`src/rtl/cmr_pkg.sv`:
```
// ----------------------------------------------------------------------------
// cmr_pkg
// shared widths, constants and register codes for the colour mode converter
// ----------------------------------------------------------------------------
package cmr_pkg;

  localparam int VAL_W     = 16;  // signed user value
  localparam int MAX_W     = 15;  // full-scale register
  localparam int FRAC_W    = 17;  // unsigned q1.16 fraction, 65536 is one
  localparam int BYTE_W    = 8;
  localparam int DIV_STEPS = FRAC_W;  // one quotient bit per cell
  localparam int ADDR_W    = 5;

  localparam logic [FRAC_W-1:0] FRAC_ONE  = 17'd65536;
  localparam logic [FRAC_W-1:0] THIRD_ONE = 17'd21845;
  localparam logic [FRAC_W-1:0] THIRD_TWO = 17'd43690;
  localparam logic [MAX_W-1:0]  SIXTH     = 15'd10922;
  localparam logic [MAX_W-1:0]  MAX_RESET = 15'd255;

  // 65536 = 6 * sixth + 4, so below one sixth x * 65536 / sixth is 6x plus
  // one for each of these numerators reached
  localparam logic [FRAC_W-1:0] RAMP_STEP_A = 17'd2731;
  localparam logic [FRAC_W-1:0] RAMP_STEP_B = 17'd5461;
  localparam logic [FRAC_W-1:0] RAMP_STEP_C = 17'd8192;

  typedef enum logic [2:0] {
    REG_MODE        = 3'd0,
    REG_MAX_FIRST   = 3'd1,
    REG_MAX_SECOND  = 3'd2,
    REG_MAX_THIRD   = 3'd3,
    REG_MAX_OPACITY = 3'd4
  } reg_idx_t;

  // fraction times 255 over 65536, truncated
  function automatic logic [BYTE_W-1:0] frac_to_byte(input logic [FRAC_W-1:0] f);
    logic [FRAC_W+BYTE_W-1:0] p;
    p = {f, 8'd0} - {8'd0, f};
    frac_to_byte = (p[FRAC_W+BYTE_W-1:16] > 9'd255) ? 8'd255 : p[23:16];
  endfunction

endpackage

```
`src/rtl/cmr_div_cell.sv`:
```
// ----------------------------------------------------------------------------
// cmr_div_cell
// one restoring division step, produces one quotient bit per cycle while en is high
// ----------------------------------------------------------------------------
module cmr_div_cell
  import cmr_pkg::*;
#(
  parameter bit FIRST = 1'b0
) (
  input  logic              clk,
  input  logic              en,
  input  logic [MAX_W-1:0]  divisor,
  input  logic [MAX_W-1:0]  rem_in,
  input  logic [FRAC_W-1:0] quot_in,
  output logic [MAX_W-1:0]  rem_out,
  output logic [FRAC_W-1:0] quot_out
);

  logic [MAX_W:0]    cand;
  logic [MAX_W:0]    diff;
  logic              q_bit;
  logic [MAX_W-1:0]  rem_r, rem_nxt;
  logic [FRAC_W-1:0] quot_r, quot_nxt;

  always_comb begin
    // first step compares the dividend as is, later ones shift in a zero
    cand     = FIRST ? {1'b0, rem_in} : {rem_in, 1'b0};
    diff     = cand - {1'b0, divisor};
    q_bit    = (cand >= {1'b0, divisor});
    rem_nxt  = q_bit ? diff[MAX_W-1:0] : cand[MAX_W-1:0];
    quot_nxt = {quot_in[FRAC_W-2:0], q_bit};
  end

  always_ff @(posedge clk) begin
    if (en) begin
      rem_r  <= rem_nxt;
      quot_r <= quot_nxt;
    end
  end

  assign rem_out  = rem_r;
  assign quot_out = quot_r;

endmodule

```
`src/rtl/cmr_div_row.sv`:
```
// ----------------------------------------------------------------------------
// cmr_div_row
// row of division cells, floor(dividend * 65536 / divisor) for dividend <= divisor
// ----------------------------------------------------------------------------
module cmr_div_row
  import cmr_pkg::*;
(
  input  logic              clk,
  input  logic              en,
  input  logic [MAX_W-1:0]  divisor,
  input  logic [MAX_W-1:0]  dividend,
  output logic [FRAC_W-1:0] quot
);

  logic [MAX_W-1:0]  rem_w  [DIV_STEPS+1];
  logic [FRAC_W-1:0] quot_w [DIV_STEPS+1];

  assign rem_w[0]  = dividend;
  assign quot_w[0] = '0;

  for (genvar i = 0; i < DIV_STEPS; i++) begin : g_cell
    cmr_div_cell #(.FIRST(i == 0)) u_cell (
      .clk     (clk),
      .en      (en),
      .divisor (divisor),
      .rem_in  (rem_w[i]),
      .quot_in (quot_w[i]),
      .rem_out (rem_w[i+1]),
      .quot_out(quot_w[i+1])
    );
  end

  assign quot = quot_w[DIV_STEPS];

endmodule

```
`config.mk`:
```
export PLATFORM = sky130hd
export DESIGN_NAME = cmr_div_row
export DESIGN_NICKNAME = d
export VERILOG_FILES = /design/src/rtl/cmr_pkg.sv /design/src/rtl/cmr_div_cell.sv /design/src/rtl/cmr_div_row.sv
export SDC_FILE = /design/constraint.sdc
export NUM_CORES = 1
export LEC_CHECK = 0
export ABC_CLOCK_PERIOD_IN_PS = 3100
export BUFFER_PORTS_ARGS = -buffer_cell sky130_fd_sc_hd__buf_2
export CAP_MARGIN = 20
export CORE_MARGIN = 4
export CORE_UTILIZATION = 61
export DETAILED_ROUTE_END_ITERATION = 7
export GPL_TIMING_DRIVEN = 1
export PLACE_DENSITY = 0.78
export SLEW_MARGIN = 0
export SYNTH_ARGS = -nofsm -noshare
export SYNTH_HDL_FRONTEND = slang
export SYNTH_HIERARCHICAL = 1
export SYNTH_SLANG_ARGS = --single-unit
```
`constraint.sdc`:
```
create_clock -name clk -period 3.1 [get_ports clk]
set_input_delay 0.465 -clock clk [delete_from_list [all_inputs] [get_ports clk]]
set_output_delay 0.465 -clock clk [all_outputs]
set_load 0.01 [all_outputs]
```
* After elaboration in Yosys (flattened, before gate mapping) *
Index checks and enable logic that the tools add are counted.

word-level totals
  register bits = 393
  bits in latches = 0
  memory bits (writable) = 0
  memory bits (read-only) = 0
  input port bits = 32
  output and inout port bits = 17
  logic and storage cells = 97
  memories kept = 0

cells by class
  $add $sub $neg = 16
  $mul = 0
  div/mod/pow operators = 0
  order comparisons = 17
  equality and inequality tests = 0
  shifts and indexed selects = 0
  muxes and demuxes = 16
  bitwise operators = 0
  reductions and logical operators = 0

operator list
  kind                                          count
  greater-or-equal comparator 16 x 15 -> 1 bit  16
  two-way mux 15 bit                            16
  subtractor 15 bit                             16
  greater-or-equal comparator 15 bit            1

* Logic depth before layout (Yosys ltp) *
  depth after elaboration = 2
  depth in mapped cells = 11
  depth with buffers taken out = 10

* Cells and area by module *
The synthesis kept the hierarchy.

modules (own cells, without submodules)
  module                                times used  cells each  area an instance (um^2)  seq. area each (um^2)
  cmr_div_cell (g_cell[10].u_cell ...)  15          163         1881.8                   960.9
  cmr_div_cell (g_cell[0].u_cell)       1           184         2129.5                   960.9
  cmr_div_cell (g_cell[16].u_cell)      1           166         1966.9                   960.9
  cmr_div_row                           1           1           3.8                      0.0

* Least setup slack after synthesis *
OpenSTA, ideal clock, no wires.

  path kind = input to register
  start point = in dividend[0]
  end point = reg g_cell[0].u_cell.rem_r[12], data pin
  setup time = 0.260 ns
  arrival time = 2.336 ns
  required time = 2.840 ns
  path slack = 0.503 ns
  stages on the path = 10
  buffers on the path = 0
  path through = inv_1 ha_1 inv_1 fa_1 a211oi_1 nor2_1 a21o_1 a221o_1 xor2_1 mux2_4

on the way
  cells in the longest elaborated chain, start to end = 2
  elaborated cells between the ends (all ways) = 3
  those cells by class = add/sub (1); order compare (1); mux (1)

RTL lines
  what                                                                     RTL line                                text
  from (decl)                                                              cmr_div_row.sv:11                       input logic [MAX_W-1:0] dividend,
  subtractor 15 bit or greater-or-equal comparator 15 bit (tied branches)  cmr_div_cell.sv:28, cmr_div_cell.sv:29
  two-way mux 15 bit *                                                     cmr_div_cell.sv:30                      rem_nxt = q_bit ? diff[MAX_W-1:0] : cand[MAX_W-1:0];
  net g_cell[0].u_cell.rem_nxt[12]                                         cmr_div_cell.sv:22                      logic [MAX_W-1:0] rem_r, rem_nxt;
  to (signal assigned)                                                     cmr_div_cell.sv:36                      rem_r <= rem_nxt;
  to (decl)                                                                cmr_div_cell.sv:22

Mark *: on every way through the listed nets, which the timed path passes. The rest lies on a longest branch.
A chain may end at the register's enable or synchronous reset.

* Worst setup path in the final report *
  start point = reg g_cell[14].u_cell.rem_r[3]
  end point = reg g_cell[15].u_cell.rem_r[4], data pin

on the way
  cells in the longest elaborated chain, start to end = 2
  elaborated cells between the ends (all ways) = 3
  those cells by class = add/sub (1); order compare (1); mux (1)

RTL lines
  what                                                                               RTL line
  from (decl)                                                                        cmr_div_cell.sv:22
  from (signal assigned)                                                             cmr_div_cell.sv:36
  subtractor 15 bit or greater-or-equal comparator 16 x 15 -> 1 bit (tied branches)  cmr_div_cell.sv:28, cmr_div_cell.sv:29
  two-way mux 15 bit *                                                               cmr_div_cell.sv:30
  net g_cell[15].u_cell.rem_nxt[4]                                                   cmr_div_cell.sv:22
  to (signal assigned)                                                               cmr_div_cell.sv:36
  to (decl)                                                                          cmr_div_cell.sv:22

Marks and branches as above.

==> metrics.md <==
| Metric | Value |
|---|---|
| Die Area | `between 40000 and 50000 um2` |
| Worst clock skew | `0.01414 ns` |
| Die height | `219.3 um` |
| Post-synthesis cell count | `around 2.6k` |
| Footprint of the multi-input gates | `approximately 14000 um2` |
| FP Rows | `77` |
| Nets | `3058` |
| TritonRoute pass-1 iters | `8` |
| Gr usage total | `a little over a quarter` |
| Chip Width | `219.3 um` |
| Final hold slack | `around 0.21 ns` |
| Most frequent cells in the layout | `edfxtp_1, inv_1, a21oi_1, ha_1, nor2_1` |
| Antenna cells | `0` |
| Crit Path Max Fanout | `24` |
| Setup Fix Bufs, Post-CTS | `0` |
| Maximum operating frequency | `approximately 0.37 GHz` |
| Worst skew pair latency | `0.58 ns` |
| Final Max Slew Viols | `0` |
| I/O Pins | `approximately 50` |
| Port Buffers | `48` |
| CP endpoint kind | `register` |
| Antenna-violating nets left | `0` |
| Layout area overhead | `12.12%` |
| Total power | `roughly 32 mW` |
| Post-Route WL | `63460 um` |
| Post-Syn Area per Cell | `about 11 um2` |
| Post-DR vias/cell | `around 6` |
| Post-cts resize count | `0` |
| Root buffer cell | `clkbuf_16` |
| Warnings from Yosys | `6` |
| Min Tclk post-route | `~2.7 ns` |
| DR iter-0 viols | `between 1k and 1.5k` |
| Initial cell density of the core | `between 60% and 70%` |
| Layout cells sized above 1 | `approximately 17%` |
| WP data required | `about 3.4 ns` |
| Worst Path Class, Setup | `reg2reg` |
| Mean routed wirelength per cell | `around 19 um` |
| DR vias | `approximately 20k` |
| Sequential Area | `11800 um2` |
| Setup-failing EPs final | `0` |
| Global-route wire length before repair | `around 100000 um` |
| Status | `finished clean` |
| Core footprint | `approximately 44000 um2` |
| Netlist Area Pre-Place | `between 20000 and 30000 um2` |
| Final hold viol count | `0` |
| Hold Path Class | `in2reg` |
| Static Leak | `around 13 nW` |
| Remaining global-route overflow | `0` |
| VDD IR-drop max | `~0.57 mV` |
| Final RePlAce weighted congestion | `around 0.95` |
| Fin crit share | `87.73%` |
| Largest net degree at the start of global routing | `86` |
| Critical Path AT | `3.04 ns` |
| Commonest non-fill, non-tap cell in the layout | `edfxtp_1` |
| CTS tree | `done` |
| Actual slew at the worst max-slew pin | `about 0.7 ns` |
| Max Cap Viol | `0` |
| Clk slew on worst S/H paths | `0.06 ns` |
| Hpwl dp | `about 46000 um` |
| Post-CTS Hold Buffers | `0` |
| Slew Limit Headroom | `between 50 and 60%` |
| CTS Buf Count | `between 40 and 50` |
| Non-Filler Instances | `approximately 3.4k` |
| DRC | `0` |
| Pwr dens | `1055 nW/um2` |
| Post-Syn Nets | `roughly 2.9k` |
| Inst Count DP | `between 3k and 4k` |
| Clk sinks | `roughly 390` |
| Clock tree buffer depth | `3` |
| Initial antenna violation count | `2` |
| Number of fill cells | `3279` |
| Number of global-route vias before repair | `19.79k` |
| Setup TNS | `0 ns` |
| Startpoint types | `register` |
| CTS HTree Levels | `2` |
| RSZ-0062 raised after global routing | `false` |
-- worst max-delay path, cell delays in order (launching register included) --
cell and delay (ns):
edfxtp_1 0.41, ha_1 0.40, nand3_2 0.12, o21bai_1 0.19
a21oi_2 0.20, o221ai_2 0.15, a31oi_4 0.58, mux2_2 0.41
-- cell type report --
cell class	instances	share of cell area [%]
clock inverters	28	0.8565
flip-flops and latches	393	38.65
clock buffers	51	3.901
repair buffers	175	4.803
well taps	592	2.426
multi-input cells	1820	45.45
inverters	318	3.909
-- per-layer routing --
layer	vias up	routed length, um	track usage (%)
met3	149	2924	3.157
li1	9682	-	-
met2	550	31180	45.77
met1	9655	27040	33.76
met5	-	13	0
met4	2	2298	9.648
-- final timing paths --
path / start / endpoint / slack, ns / depth (start not counted)
worst max register to register: g_cell[14].u_cell/rem_out[3]$_DFFE_PP_ / g_cell[15].u_cell/rem_out[4]$_DFFE_PP_ / 0.38 / 7
worst min register to register: g_cell[14].u_cell/quot_out[5]$_DFFE_PP_ / g_cell[15].u_cell/quot_out[6]$_DFFE_PP_ / 0.42 / 0
worst min-delay path: dividend[6] / g_cell[0].u_cell/rem_out[6]$_DFFE_PP_ / 0.21 / 2
worst max-delay path: g_cell[14].u_cell/rem_out[3]$_DFFE_PP_ / g_cell[15].u_cell/rem_out[4]$_DFFE_PP_ / 0.38 / 7
-- through the flow --
step	utilization (%)	setup WS (ns)	cell area, um2
2_1_floorplan	-	0.5033	27230
3_5_place_dp	65.76	0.007435	29080
6_report	69.04	0.3804	30530
5_1_grt	69.04	0.2256	30530
3_3_place_gp	65.76	0.07363	29080
4_1_cts	69.04	0.4045	30530
-- registers in the layout, summed over array words and instances, names as in the netlist --
signal                  cells
g_cell.u_cell/rem_out     240
g_cell.u_cell/quot_out    153
-- power breakdown --
group | switching, mW | internal (mW) | total (mW) | leakage [nW]
clock | 2.18 | 3.10 | 5.28 | 0.707
combinational | 9.42 | 7.56 | 17.0 | 8.31
sequential | 1.18 | 8.77 | 9.94 | 3.82
Note: power is estimated with default switching activity, not from simulation.
